File: config.mk
export PLATFORM = sky130hd
export DESIGN_NAME = calibration_request_sequencer_top
export DESIGN_NICKNAME = d
export VERILOG_FILES = /design/src/rtl/crs_pkg.sv /design/src/rtl/crs_in_reg.sv /design/src/rtl/crs_step.sv /design/src/rtl/calibration_request_sequencer_top.sv
export SDC_FILE = /design/constraint.sdc
export NUM_CORES = 1
export LEC_CHECK = 0
export BUFFER_PORTS_ARGS = -buffer_cell sky130_fd_sc_hd__buf_2
export CORE_MARGIN = 3
export CORE_UTILIZATION = 30
export CTS_CLUSTER_SIZE = 24
export DETAILED_ROUTE_END_ITERATION = 7
export PLACE_DENSITY_LB_ADDON = 0.25
export SLEW_MARGIN = 20
export SYNTH_ARGS = -nofsm -noshare
export SYNTH_HDL_FRONTEND = slang
export SYNTH_SLANG_ARGS = --single-unit
File: constraint.sdc
create_clock -name clk -period 7.2 [get_ports clk]
set_input_delay 1.8 -clock clk [delete_from_list [all_inputs] [get_ports clk]]
set_output_delay 1.8 -clock clk [all_outputs]
set_load 0.05 [all_outputs]
File: src/rtl/crs_pkg.sv
`timescale 1ns / 1ps
// Package for the calibration request sequencer: request and result payload
// structs, the sequencer state struct, command bytes and the action, bus,
// operation, phase and event codes. No dependencies.
package crs_pkg;

  // Action codes carried by each request.
  localparam logic [1:0] ACT_RUN   = 2'd0;
  localparam logic [1:0] ACT_LATCH = 2'd1;
  localparam logic [1:0] ACT_TAKE  = 2'd2;

  // Bus status codes.
  localparam logic [1:0] BUS_IDLE = 2'd0;
  localparam logic [1:0] BUS_BUSY = 2'd1;
  localparam logic [1:0] BUS_OK   = 2'd2;

  // Operation codes.
  localparam logic OP_CAL   = 1'b0;
  localparam logic OP_ERASE = 1'b1;

  // Repeated command bytes.
  localparam logic [7:0] CAL_VALUE   = 8'haa;
  localparam logic [7:0] ERASE_VALUE = 8'hbb;

  // Lifecycle event codes.
  localparam logic [2:0] EV_NONE        = 3'd0;
  localparam logic [2:0] EV_DISCONNECT  = 3'd1;
  localparam logic [2:0] EV_UNSUPPORTED = 3'd2;
  localparam logic [2:0] EV_STARTED     = 3'd3;
  localparam logic [2:0] EV_COMPLETED   = 3'd4;
  localparam logic [2:0] EV_ERASED      = 3'd5;

  // Sequencer phases.
  typedef enum logic [1:0] {
    PH_IDLE       = 2'd0,
    PH_POLL_READY = 2'd1,
    PH_WRITE      = 2'd2,
    PH_POLL_RESP  = 2'd3
  } crs_phase_t;

  // One incoming request.
  typedef struct packed {
    logic [1:0] action;
    logic       operation;
    logic [7:0] attached_mode;
    logic       accessory_valid;
    logic [1:0] link_status;
    logic       bus_accepts;
    logic [7:0] read_low_byte;
    logic [7:0] read_high_byte;
  } crs_in_t;

  // One result.
  typedef struct packed {
    logic       start_write;
    logic       start_read;
    logic [7:0] write_low_byte;
    logic [7:0] write_high_byte;
    logic [2:0] taken_event;
    logic       pending;
    logic       active;
    logic       owns_bus;
  } crs_out_t;

  // Architectural state of the sequencer.
  typedef struct packed {
    logic [1:0] pending_requests;
    logic       current_operation;
    crs_phase_t phase;
    logic [7:0] exch_lo;
    logic [7:0] exch_hi;
    logic [2:0] held_event;
    logic       in_flight;
  } crs_state_t;

endpackage

File: src/rtl/crs_in_reg.sv
`timescale 1ns / 1ps
// Input register stage for the calibration request sequencer.
// Depends on crs_pkg for the request payload struct.
module crs_in_reg (
  input  logic             clk,
  input  logic             rst_n,
  input  logic             in_valid,
  output logic             in_ready,
  input  crs_pkg::crs_in_t in_data,
  output logic             req_valid,
  input  logic             req_take,
  output crs_pkg::crs_in_t req_data
);

  logic             valid_r;
  logic             valid_nxt;
  crs_pkg::crs_in_t data_r;

  // The stage can load whenever it is empty or its request moves on this cycle.
  assign in_ready  = !valid_r || req_take;
  assign valid_nxt = (in_valid && in_ready) ? 1'b1 : (req_take ? 1'b0 : valid_r);

  always_ff @(posedge clk) begin
    if (!rst_n) begin
      valid_r <= 1'b0;
    end else begin
      valid_r <= valid_nxt;
    end
  end

  // Payload register needs no reset.
  always_ff @(posedge clk) begin
    if (in_valid && in_ready) begin
      data_r <= in_data;
    end
  end

  assign req_valid = valid_r;
  assign req_data  = data_r;

endmodule

File: src/rtl/crs_step.sv
`timescale 1ns / 1ps
// Combinational step logic: next sequencer state and result for one request.
// Depends on crs_pkg for the payload, state and code definitions.
module crs_step (
  input  crs_pkg::crs_in_t    req,
  input  crs_pkg::crs_state_t state_i,
  input  logic [7:0]          required_mode,
  output crs_pkg::crs_state_t state_o,
  output crs_pkg::crs_out_t   result
);

  always_comb begin
    crs_pkg::crs_state_t s;
    crs_pkg::crs_out_t   r;
    logic                run;
    logic [1:0]          bus;
    logic [7:0]          cmd;

    s   = state_i;
    r   = '0;
    run = 1'b1;
    bus = req.link_status;
    cmd = crs_pkg::CAL_VALUE;

    case (req.action)
      // Latch a request as a pending bit.
      crs_pkg::ACT_LATCH: begin
        if (req.operation == crs_pkg::OP_ERASE) begin
          s.pending_requests[1] = 1'b1;
        end else begin
          s.pending_requests[0] = 1'b1;
        end
      end

      // Hand out the held event and clear it.
      crs_pkg::ACT_TAKE: begin
        r.taken_event = s.held_event;
        s.held_event  = crs_pkg::EV_NONE;
      end

      crs_pkg::ACT_RUN: begin
        // Retire a finished transfer; an idle or failed status counts as a failure.
        if (s.in_flight) begin
          if (bus == crs_pkg::BUS_BUSY) begin
            run = 1'b0;
          end else begin
            s.in_flight = 1'b0;
            if (bus == crs_pkg::BUS_OK) begin
              case (s.phase)
                crs_pkg::PH_POLL_READY: begin
                  s.exch_lo = req.read_low_byte;
                  s.exch_hi = req.read_high_byte;
                  if (s.exch_lo == 8'd0 && s.exch_hi == 8'd0) begin
                    cmd = (s.current_operation == crs_pkg::OP_ERASE) ?
                          crs_pkg::ERASE_VALUE : crs_pkg::CAL_VALUE;
                    s.exch_lo = cmd;
                    s.exch_hi = cmd;
                    s.phase   = crs_pkg::PH_WRITE;
                    if (s.current_operation == crs_pkg::OP_CAL) begin
                      s.held_event = crs_pkg::EV_STARTED;
                    end
                  end
                end
                crs_pkg::PH_WRITE: begin
                  s.exch_lo = 8'd0;
                  s.exch_hi = 8'd0;
                  s.phase   = crs_pkg::PH_POLL_RESP;
                end
                crs_pkg::PH_POLL_RESP: begin
                  s.exch_lo = req.read_low_byte;
                  s.exch_hi = req.read_high_byte;
                  if (s.exch_lo == 8'd0 && s.exch_hi == 8'd0) begin
                    if (s.current_operation == crs_pkg::OP_ERASE) begin
                      s.pending_requests[1] = 1'b0;
                      s.held_event          = crs_pkg::EV_ERASED;
                    end else begin
                      s.pending_requests[0] = 1'b0;
                      s.held_event          = crs_pkg::EV_COMPLETED;
                    end
                    s.phase = crs_pkg::PH_IDLE;
                  end
                end
                default: begin
                  s.exch_lo = req.read_low_byte;
                  s.exch_hi = req.read_high_byte;
                end
              endcase
            end
            bus = crs_pkg::BUS_IDLE;
          end
        end

        if (run) begin
          // Pick a pending request, calibrate first; at most two attempts.
          for (int i = 0; i < 2; i++) begin
            if (s.phase == crs_pkg::PH_IDLE && s.pending_requests != 2'd0) begin
              s.current_operation = s.pending_requests[0] ? crs_pkg::OP_CAL :
                                                            crs_pkg::OP_ERASE;
              if (s.current_operation == crs_pkg::OP_CAL &&
                  req.attached_mode != required_mode) begin
                s.held_event          = crs_pkg::EV_DISCONNECT;
                s.pending_requests[0] = 1'b0;
              end else if (!req.accessory_valid) begin
                s.held_event = crs_pkg::EV_UNSUPPORTED;
                if (s.current_operation == crs_pkg::OP_ERASE) begin
                  s.pending_requests[1] = 1'b0;
                end else begin
                  s.pending_requests[0] = 1'b0;
                end
              end else begin
                s.exch_lo = 8'd0;
                s.exch_hi = 8'd0;
                s.phase   = crs_pkg::PH_POLL_READY;
              end
            end
          end

          // Start the next transfer when the bus is free.
          if (bus == crs_pkg::BUS_IDLE && s.phase != crs_pkg::PH_IDLE) begin
            s.in_flight = req.bus_accepts;
            if (req.bus_accepts) begin
              if (s.phase == crs_pkg::PH_WRITE) begin
                r.start_write     = 1'b1;
                r.write_low_byte  = s.exch_lo;
                r.write_high_byte = s.exch_hi;
              end else begin
                r.start_read = 1'b1;
              end
            end
          end
        end
      end

      default: begin
      end
    endcase

    // Status reflects the state after this step.
    r.pending  = (s.pending_requests != 2'd0) || (s.phase != crs_pkg::PH_IDLE) ||
                 s.in_flight;
    r.active   = (s.phase == crs_pkg::PH_WRITE) || (s.phase == crs_pkg::PH_POLL_RESP);
    r.owns_bus = s.in_flight;

    state_o = s;
    result  = r;
  end

endmodule

File: src/rtl/calibration_request_sequencer_top.sv
`timescale 1ns / 1ps
// Top level of the calibration request sequencer: state, configuration and
// result registers. Depends on crs_pkg, crs_in_reg and crs_step.
//
// Usage:
//   Requests enter on in_valid/in_ready with an in_data struct; each request
//   is a run step, a request latch or an event take. Every request yields
//   exactly one result on out_valid/out_ready with an out_data struct.
//   cfg_wr_en/cfg_wr_data write the required wheel mode with no wait; write it
//   only while no request is in progress.
//   A request in the input register is stepped into the result register when
//   the result register is free or being drained. Throughput: one request
//   per cycle while the receiver does not stall, set by the combinational
//   step logic between the input and result registers.
//   When the receiver stalls, the result stays in the output register and
//   the input register still takes one more request; after that in_ready
//   drops until the result is taken.
//   Reset (rst_n low, synchronous) empties both registers, clears pending
//   requests, phase, exchange bytes, held event and the required wheel mode.
module calibration_request_sequencer_top (
  input  logic              clk,
  input  logic              rst_n,
  input  logic              in_valid,
  output logic              in_ready,
  input  crs_pkg::crs_in_t  in_data,
  output logic              out_valid,
  input  logic              out_ready,
  output crs_pkg::crs_out_t out_data,
  input  logic              cfg_wr_en,
  input  logic [7:0]        cfg_wr_data
);

  logic                req_valid;
  logic                req_take;
  crs_pkg::crs_in_t    req_data;
  crs_pkg::crs_state_t state_r;
  crs_pkg::crs_state_t state_nxt;
  crs_pkg::crs_out_t   result;
  crs_pkg::crs_out_t   out_data_r;
  logic                out_valid_r;
  logic                out_valid_nxt;
  logic [7:0]          req_mode_cfg_r;

  crs_in_reg u_in_reg (
    .clk       (clk),
    .rst_n     (rst_n),
    .in_valid  (in_valid),
    .in_ready  (in_ready),
    .in_data   (in_data),
    .req_valid (req_valid),
    .req_take  (req_take),
    .req_data  (req_data)
  );

  crs_step u_step (
    .req           (req_data),
    .state_i       (state_r),
    .required_mode (req_mode_cfg_r),
    .state_o       (state_nxt),
    .result        (result)
  );

  // A request is processed when the result register is free or being drained.
  assign req_take      = req_valid && (!out_valid_r || out_ready);
  assign out_valid_nxt = req_take ? 1'b1 : ((out_valid_r && out_ready) ? 1'b0 : out_valid_r);

  // Configuration register.
  always_ff @(posedge clk) begin
    if (!rst_n) begin
      req_mode_cfg_r <= 8'd0;
    end else if (cfg_wr_en) begin
      req_mode_cfg_r <= cfg_wr_data;
    end
  end

  // Sequencer state advances once per processed request.
  always_ff @(posedge clk) begin
    if (!rst_n) begin
      state_r <= '{pending_requests:  2'd0,
                   current_operation: crs_pkg::OP_CAL,
                   phase:             crs_pkg::PH_IDLE,
                   exch_lo:           8'd0,
                   exch_hi:           8'd0,
                   held_event:        crs_pkg::EV_NONE,
                   in_flight:         1'b0};
    end else if (req_take) begin
      state_r <= state_nxt;
    end
  end

  // Result register valid flag.
  always_ff @(posedge clk) begin
    if (!rst_n) begin
      out_valid_r <= 1'b0;
    end else begin
      out_valid_r <= out_valid_nxt;
    end
  end

  // Result payload.
  always_ff @(posedge clk) begin
    if (req_take) begin
      out_data_r <= result;
    end
  end

  assign out_valid = out_valid_r;
  assign out_data  = out_data_r;

endmodule
Word-level counts from Yosys, hierarchy flattened
Index checks and enable logic that the tools add are counted.

storage, ports and cells
  input bits = 44
  output and inout bits = 26
  logic and storage cells = 138
  register bits = 90

cells by class
  reductions and logical operators = 35
  equal/unequal tests = 12
  mux-type cells = 65

operator list
  kind                                                 count
  2-to-1 mux 24 bit                                    6
  2-to-1 mux 18 bit                                    5
  2-to-1 mux 22 bit                                    3
  2-to-1 mux 21 bit                                    2
  case mux 16 bit (2 select lines)                     1
  2-to-1 mux 25 bit                                    1
  2-to-1 mux 1 bit                                     24
  2-to-1 mux 2 bit                                     12
  2-to-1 mux 3 bit                                     6
  zero test 8 bit                                      2
  nonzero test 2 bit                                   8
  equality test 2 bit, second input constant           7
  case mux 3 bit (2 select lines)                      2
  logical AND 1 bit                                    9
  zero test 2 bit                                      4
  != test 8 bit                                        1
  AND reduction 4 bit                                  2
  equality test 2 x 1 -> 1 bit, second input constant  3
  case mux 2 bit (3 select lines)                      1
  logical OR 1 bit                                     5
  2-to-1 mux 5 bit                                     1
  AND reduction 5 bit                                  1
  != test 4 bit, second input constant                 1
  case mux 2 bit (2 select lines)                      1
  2 further kinds                                      4

Longest topological paths before layout
Gate-level depths: netlist (run 1).

  depth after elaboration = 28
  gate-level depth with buffers = 9
  mapped depth without buffers = 9

By module
Synthesis (run 1) repeated with hierarchy kept, for this count alone.

unflattened totals
  cell total of the unflattened synthesis = 403
  area total of the unflattened synthesis = 4489.3 um2

modules (own cells, without submodules)
  module                             seq. area each (um2)  cells each  area an instance (um2)  instances
  calibration_request_sequencer_top  1401.3                163         2092.0                  1
  crs_step                           0.0                   204         1408.9                  1
  crs_in_reg                         950.9                 36          988.4                   1

Least setup slack after synthesis (run 1)
No wires, ideal clock.

  path kind = input -> output
  start point = in out_ready
  end point = out in_ready
  buffers on the path = 0
  slack = 3.067 ns
  data required time = 5.400 ns
  cell stages on the path = 2
  arrival = 2.333 ns
  cell sequence = nor2b_1 nand2_1

between the ends
  cells in the longest elaborated chain, start to end = 3

RTL lines
  what                line                                     RTL
  start: declaration  calibration_request_sequencer_top.sv:27  input logic out_ready,
  logical OR 1 bit    calibration_request_sequencer_top.sv:64  assign req_take = req_valid && (!out_valid_r || out_ready);
  logical AND 1 bit   calibration_request_sequencer_top.sv:64
  logical OR 1 bit    crs_in_reg.sv:20                         assign in_ready = !valid_r || req_take;
  end: declaration    calibration_request_sequencer_top.sv:24  output logic in_ready,

Every way passes these cells.

Worst setup path after layout (run 1)
Ends and elaborated chain as after synthesis.

==> results of run 1 <==
per-stage QoR:
stage / power (W) / worst slack, ns / instance area [um2] / hold WS [ns] / util, %
global route: 0.001149 / 2.862 / 4676 / 0.4815 / 37.98
detailed placement: 0.0006734 / 2.955 / 4394 / 0.4481 / 35.69
CTS: 0.001114 / 2.955 / 4676 / 0.4648 / 37.98
global placement: 0.0006720 / 2.983 / 4394 / 0.4448 / 35.69
finish: 0.001103 / 2.956 / 4676 / 0.4676 / 37.98
floorplan: 0.0006428 / 3.067 / 3887 / 0.4322 / -
sequential cells by signal, summed over array words and instances (netlist names):
| register | flops |
|---|---|
| u_in_reg.req_data | 31 |
| req_mode_cfg_r | 8 |
| state_r | 25 |
| out_data | 24 |
| out_valid | 1 |
| u_in_reg.req_valid | 1 |
power groups by stage:
stage	combinational (W)	clock [W]	sequential, W
2_1_floorplan	0.0000382	0	0.000605
3_3_place_gp	0.0000814	0	0.000591
3_5_place_dp	0.0000826	0	0.000591
4_1_cts	0.0000827	0.000452	0.000580
5_1_grt	0.0000897	0.000478	0.000582
6_report	0.0000816	0.000441	0.000580
Yosys cell counts (2+ instances only):
master	n
a211oi_1	2
a21o_1	3
a21oi_1	26
a22o_1	4
a22oi_1	4
a31oi_1	3
a32o_1	4
and2_1	4
and3b_1	2
buf_2	3
clkbuf_1	8
dfxtp_1	35
edfxtp_1	55
ha_1	4
inv_1	9
mux2i_1	9
nand2_1	22
nand2b_1	2
nand3_1	5
nand3b_1	3
nand4_1	2
nor2_1	35
nor2b_1	4
nor3_1	4
nor4_1	8
nor4_2	2
o211ai_1	2
o21a_1	7
o21ai_0	17
o21ai_1	2
o2bb2ai_1	8
o31ai_1	3
o31ai_2	2
or3_1	2
xor2_1	8
cell type report:
cell class | instances | share of cell area [%]
Clock buffer | 12 | 5.486
Clock inverter | 4 | 0.5352
Inverter | 11 | 0.8831
Multi-Input combinational cell | 223 | 30.75
Sequential cell | 90 | 50.31
Tap cell | 168 | 4.496
Timing Repair Buffer | 70 | 7.546
metal layers:
layer / track usage (%) / wire length, um
met1: 17.69 / 4377
met2: 18.33 / 3724
met3: 4.241 / 477
met4: 3.865 / 122
met5: 0 / 0
critical path, stage by stage:
cell and delay [ns]:
buf_2 0.10, nor2b_1 0.23, nand2_1 0.10, buf_2 0.22
path summary, 6_finish.rpt:
kind,start,endpoint,slack [ns]
worst max-delay path,out_ready,in_ready,2.96
worst min-delay path,state_r[15],state_r[15],0.47
worst max register to register,u_in_reg.req_data[17],out_data[2],3.97
worst min register to register,state_r[15],state_r[15],0.47
cells by family (layout without fill, tap and decap cells):
group,count (synthesis),count (layout),synth area share (%)
AND/OR/NAND/NOR,101,101,13.16
flip-flops,90,90,60.51
AO/OA/AOI/OAI,100,100,18.12
adder cells (fa/ha/maj),4,4,1.287
multiplexers,10,10,2.607
buffers and inverters,23,97,2.510
XOR/XNOR,8,8,1.802
==> results.toml, run 1 <==
[status]
status = "complete, no violations"

[power_and_ir_drop]
ir_drop_mv = 0.1076
power.internal_w = 0.0008471
p_sw_w = 0.0002556
clock_power_share_pct = 40.0
seqPwrFrac_pct = 52.6
power_frac_comb_pct = 7.4
swShare_pct = 23.18
leakage_nw = 1.735
p_per_area_nw_per_um2 = 235.8

[yosys]
ys_seq_area_share_pct = 60.51
synth_seq_cells = 90
syn_inst = 336
synth_edf_count = 55
async_reset_ff_share_pct = 0
synth_top_flop_cell = "edfxtp_1"
synth_cell_types = 58
yosysWarnings = 0
synth_area_per_cell_um2 = 11.57
synth_area_um2 = 3887
syn_nets = 384
synth_top_area_cell = "edfxtp_1"
synth_top_area_share_pct = 42.48
synth_area_leaders = "edfxtp_1 42%, dfxtp_1 18%, nor2_1 3.4%"

[clocking]
clockRootBuffer = "clkbuf_16"
cts_setup_buffers = 0
cts_buffer_depth = 2
clock_sinks = 90
postCtsHoldBufs = 0
ctsHtreeMaxLevel = 3
cts_made_buffers = 9
cts_tree = "done"
clk_latency_ns = 0.34
post_cts_resized = 0
clk_pin_slew_worst_paths_ns = 0.06

[cells_and_area]
diodes = 0
stdcell_count = 578
nNetsFinal = 453
final_common_cell = "buf_2"
mostFrequentLayoutCells = "69 x buf_2, 55 x edfxtp_1, 35 x nor2_1, 35 x dfxtp_1, 26 x a21oi_1"
regArea_um2 = 2352
syn_to_final_growth_pct = 20.28
multi_input_area_um2 = 1438
fillCellCount = 1247
drive_above_1_share_pct = 23.41

[grt]
track_usage_pct = 12.59
overflow = 0
grt_pass1_wl_um = 14210
antenna_found_initial = 0
grt_pass1_vias = 2777
grt_start_max_net_pins = 32

[detailed_routing]
post_drt_via_cell_ratio = 4.808
drt_iter0_markers = 207
route.detailed.drc = 0
drt-pass1-iter-count = 5
totalWireLength_um = 8701
post_drt_wl_per_cell_um = 15.05
num_vias = 2779
ant_nets = 0

[place]
io_buffers = 69
dpl.hpwl_um = 6352
globalplace.congestion = 0.8900
numPlacedInstances = 562

[setup_path]
critPathKind = "in -> out"
critPathCaptureType = "output port"
cp_max_fo = 5
critPathArrivalTime_ns = 2.44
crit_required_ns = 5.40
start_kind = "input port"
r2r_cells = 7

[floorplan]
row_count = 40
dieWidth_um = 119.8
dieArea_um2 = 14360
num_io_pins = 70
core_um2 = 12310
die_h_um = 119.8
start_util_pct = 31.58

[min_path]
hold_depth = 1
hp-class = "reg -> reg"

[sta]
setup_tns_ns = 0
finClkSkew_ns = 0.006774
slew_headroom_pct = 37.21
hold_viol_final = 0
fin_crit_ns = 4.244
slew_viol_final = 0
setup_violations = 0
finalCritPeriodShare_pct = 58.95
fmax_mhz = 235.6
rsz0062_at_grt = "no"
tightest_slew_ns = 0.9360

[flow_run]
drv_cap = 0
Note: power is estimated with default switching activity, not from simulation.
==> inputs of run 2 (changes only) <==
==> constraint.sdc (replaced) <==
create_clock -name clk -period 3.8 [get_ports clk]
set_input_delay 0.95 -clock clk [delete_from_list [all_inputs] [get_ports clk]]
set_output_delay 0.95 -clock clk [all_outputs]
set_load 0.05 [all_outputs]
==> results.toml, run 2 (synthesized netlist as in run 1, its figures left out) <==
[cells_and_area]
largest_reg_flops = 31
final_common_cell = "buf_2"
nNetsFinal = 454
stdcell_count = 579
diodes = 0
mostFrequentLayoutCells = "69 x buf_2, 55 x edfxtp_1, 35 x nor2_1, 35 x dfxtp_1, 26 x a21oi_1"
syn_to_final_growth_pct = 21.15
drive_above_1_share_pct = 24.33

[grt]
overflow = 0
grt_start_max_net_pins = 32
grt_pass1_vias = 2848
antenna_found_initial = 0
track_usage_pct = 13.00
grt_pass1_wl_um = 14740

[min_path]
hp-class = "reg -> reg"

[clocking]
postCtsHoldBufs = 0
clock_sinks = 90
cts_made_buffers = 9
clk_pin_slew_worst_paths_ns = 0.07
cts_buffer_depth = 2
post_cts_resized = 0
clk_latency_ns = 0.35
cts_setup_buffers = 0
cts_tree = "done"
ctsHtreeMaxLevel = 3
clockRootBuffer = "clkbuf_16"

[sta]
setup_violations = 0
slew_viol_final = 0
fmax_mhz = 339.7
rsz0062_at_grt = "no"
worst_slack_ns = 0.8558
finClkSkew_ns = 0.006858
setup_tns_ns = 0
tightest_slew_ns = 1.033
slew_headroom_pct = 31.07
hold_viol_final = 0
finalCritPeriodShare_pct = 77.48
fin_crit_ns = 2.944

[power_and_ir_drop]
leakage_nw = 1.752
ir_drop_mv = 0.2426
p_per_area_nw_per_um2 = 464.0

[detailed_routing]
drt_iter0_markers = 285
ant_nets = 0
totalWireLength_um = 9068
post_drt_wl_per_cell_um = 15.66
drt-pass1-iter-count = 4
route.detailed.drc = 0
post_drt_via_cell_ratio = 4.934
num_vias = 2857

[setup_path]
critPathKind = "reg -> reg"
cpPeakStageDelay_ns = 0.57
crit_required_ns = 3.90
cpLargestDelayFamily = "simple AND/OR/NAND/NOR gates"
critPathCaptureType = "flop"
path_buf_inv = 0
start_kind = "flop"
slowest_stage = "o31ai_2"
cp_max_fo = 17
critPathArrivalTime_ns = 3.04
worstPathCellList = "nor4_1 -> nand4_2 -> o31ai_2 -> a211oi_2 -> o21bai_1 -> o21ai_1 -> or3_1"
r2r_slack_ns = 0.86

[place]
io_buffers = 69
dpl.hpwl_um = 6550
post-place-ws_ns = 0.8624
globalplace.congestion = 0.8473
numPlacedInstances = 563

[floorplan]
die_h_um = 119.8
num_io_pins = 70
core_um2 = 12310
dieArea_um2 = 14360
start_util_pct = 31.58
dieWidth_um = 119.8
row_count = 40

[flow_run]
drv_cap = 0

[status]
status = "complete, no violations"
[run 2: cell count changes in the layout (fill, tap and decap cells not counted), sizes merged]
cell      before  now
buf           70   71
bufinv         0    1
clkbuf        12    9
clkinv         5    1
clkinvlp       0    2
inv           10   14
[run 2: metal layers]
| layer | vias to the layer above | part of all wire, % | track usage (%) |
|---|---|---|---|
| li1 | 1403 | - | - |
| met1 | 1342 | 49 | 18.58 |
| met2 | 97 | 43 | 18.50 |
| met3 | 15 | 6.5 | 3.393 |
| met4 | 0 | 2.0 | 5.583 |
| met5 | - | 0 | 0 |
[run 2: final timing paths]
path	from	endpoint	cells past startpoint
worst max register to register	u_in_reg.req_data[1]	out_data[2]	7
worst min-delay path	state_r[17]	state_r[17]	1
worst min register to register	state_r[17]	state_r[17]	1
worst max-delay path	u_in_reg.req_data[1]	out_data[2]	7
[run 2: stage by stage]
stage               area, um2  power [W]  util, %  hold slack (ns)
floorplan                3887   0.001218        -           0.4322
global placement         4402   0.001275    35.75           0.4448
detailed placement       4402   0.001277    35.75           0.4461
CTS                      4710   0.002207    38.25           0.4678
global route             4710   0.002264    38.25           0.4795
finish                   4710   0.002185    38.25           0.4611
[run 2: area by class of cell]
| cell class | instances | area (um2) |
|---|---|---|
| flip-flops and latches | 90 | 2352 |
| multi-input cells | 223 | 1438 |
| repair buffers | 71 | 360.3 |
| fillers | 1261 | 7602 |
| clock inverters | 7 | 82.58 |
| inverters | 11 | 41.29 |
| clock buffers | 9 | 225.2 |
| well taps | 168 | 210.2 |
[run 2: power by group]
| group | internal (W) | switching, W | total [W] |
|---|---|---|---|
| registers | 0.00107 | 0.0000228 | 0.00110 |
| logic | 0.0000517 | 0.000104 | 0.000156 |
| clock network | 0.000522 | 0.000410 | 0.000932 |
==> inputs of run 3 (changes only) <==
==> constraint.sdc (replaced) <==
create_clock -name clk -period 2.67 [get_ports clk]
set_input_delay 0.6675 -clock clk [delete_from_list [all_inputs] [get_ports clk]]
set_output_delay 0.6675 -clock clk [all_outputs]
set_load 0.05 [all_outputs]
==> results.toml, run 3 (synthesized netlist as in run 1, its figures left out) <==
[status]
status = "complete, no violations"

[setup_path]
cpLargestDelayFamily = "simple AND/OR/NAND/NOR gates"
cpPeakStageDelay_ns = 0.50
critPathCaptureType = "flop"
critPathArrivalTime_ns = 2.65
start_kind = "flop"
cp_max_fo = 7
startpoint = "state_r[20]"
worstPathCellList = "inv_1 -> ha_2 -> or4_1 -> a21o_1 -> a21o_4 -> o31ai_4 -> nand4_1 -> or3_4"
crit_required_ns = 2.75
slowest_stage = "or4_1"
r2r-start = "state_r[20]"
path_buf_inv = 1
critPathKind = "reg -> reg"

[place]
post-place-ws_ns = -0.03068
place_area_um2 = 4572
numPlacedInstances = 584
io_buffers = 69
dpl.hpwl_um = 6871
globalplace.congestion = 0.8890

[cells_and_area]
largest_reg_flops = 31
final_common_cell = "buf_2"
drive_above_1_share_pct = 29.33
finish.instance_area_um2 = 4954
syn_to_final_growth_pct = 27.42
nNetsFinal = 476
fin_util_pct = 40.23
diodes = 0
stdcell_count = 601
mostFrequentLayoutCells = "69 x buf_2, 55 x edfxtp_1, 35 x nor2_1"

[power_and_ir_drop]
p_per_area_nw_per_um2 = 635.1
power_frac_comb_pct = 8.0
clock_power_share_pct = 42.3
power.internal_w = 0.002439
swShare_pct = 22.49
seqPwrFrac_pct = 49.8
leakage_nw = 1.872
ir_drop_mv = 0.2900
p_sw_w = 0.0007075

[clocking]
clockRootBuffer = "clkbuf_16"
cts_buffer_depth = 2
ctsHtreeMaxLevel = 3
cts_made_buffers = 9
clk_pin_slew_worst_paths_ns = 0.06
cts_tree = "done"
clk_latency_ns = 0.34
clock_sinks = 90
postCtsHoldBufs = 0

[sta]
slew_headroom_pct = 66.77
tightest_slew_ns = 0.4966
setup_violations = 0
fin_crit_ns = 2.566
finClkSkew_ns = 0.006658
slew_viol_final = 0
fmax_mhz = 389.7
setup_tns_ns = 0
finalCritPeriodShare_pct = 96.10
worst_slack_ns = 0.1042
hold_viol_final = 0
rsz0062_at_grt = "no"

[min_path]
hp-class = "reg -> reg"
worstHoldStart = "state_r[14]"

[grt]
grt_pass1_wl_um = 15070
grt_start_max_net_pins = 29
antenna_found_initial = 0
grt_pass1_vias = 2893
overflow = 0
track_usage_pct = 13.33

[detailed_routing]
post_drt_wl_per_cell_um = 15.60
num_vias = 2930
post_drt_via_cell_ratio = 4.875
route.detailed.drc = 0
ant_nets = 0
drt_iter0_markers = 175
drt-pass1-iter-count = 4
totalWireLength_um = 9373

[floorplan]
start_util_pct = 31.58
row_count = 40
die_h_um = 119.8
dieWidth_um = 119.8
num_io_pins = 70
core_um2 = 12310
dieArea_um2 = 14360

[flow_run]
drv_cap = 0
## run 3: metrics by stage
stage | hold slack, ns | power [W]
floorplan | 0.4322 | 0.001733
global placement | 0.4445 | 0.001831
detailed placement | 0.4462 | 0.001837
CTS | 0.4657 | 0.003172
global route | 0.4896 | 0.003269
finish | 0.4684 | 0.003146
## run 3: repair_timing
| item | 4_1_cts | 5_1_grt |
|---|---|---|
| buffers inserted | 0 | 1 |
| pin swaps | 0 | 2 |
| resized for setup | 1 | 12 |
| setup endpoints to repair | 1 | 6 |
## run 3: power by group through the flow
| stage | logic (W) | registers, W | clock network, W |
|---|---|---|---|
| finish | 0.000251 | 0.00157 | 0.00133 |
| global route | 0.000274 | 0.00157 | 0.00142 |
| CTS | 0.000245 | 0.00156 | 0.00136 |
| detailed placement | 0.000244 | 0.00159 | 0 |
| global placement | 0.000241 | 0.00159 | 0 |
| floorplan | 0.000103 | 0.00163 | 0 |
## run 3: path summary, 6_finish.rpt
check | to | slack [ns] | cells after the start
worst max-delay path | out_data[2] | 0.10 | 8
worst min-delay path | state_r[14] | 0.47 | 1
worst max register to register | out_data[2] | 0.10 | 8
worst min register to register | state_r[14] | 0.47 | 1
## run 3: layout make-up
cell class                 instances  area (um2)
timing repair buffer              93       538.0
inverter                          11       41.29
fill                            1213        7358
clock buffer                      10       229.0
tap                              168       210.2
multi-input combinational        223        1498
clock inverter                     6       80.08
sequential                        90        2357
## run 3: per-layer routing
metal / global-route usage (%) / wire length (um)
met5: 0 / 0
met4: 5.082 / 153
met3: 3.393 / 583
met2: 19.14 / 4136
met1: 19.23 / 4500
## run 3: worst register-to-register path: stages, from the launching register on
cell and delay [ns]:
dfxtp_4 0.38, inv_1 0.08, ha_2 0.20, or4_1 0.50
a21o_1 0.22, a21o_4 0.25, o31ai_4 0.24, nand4_1 0.11
or3_4 0.33
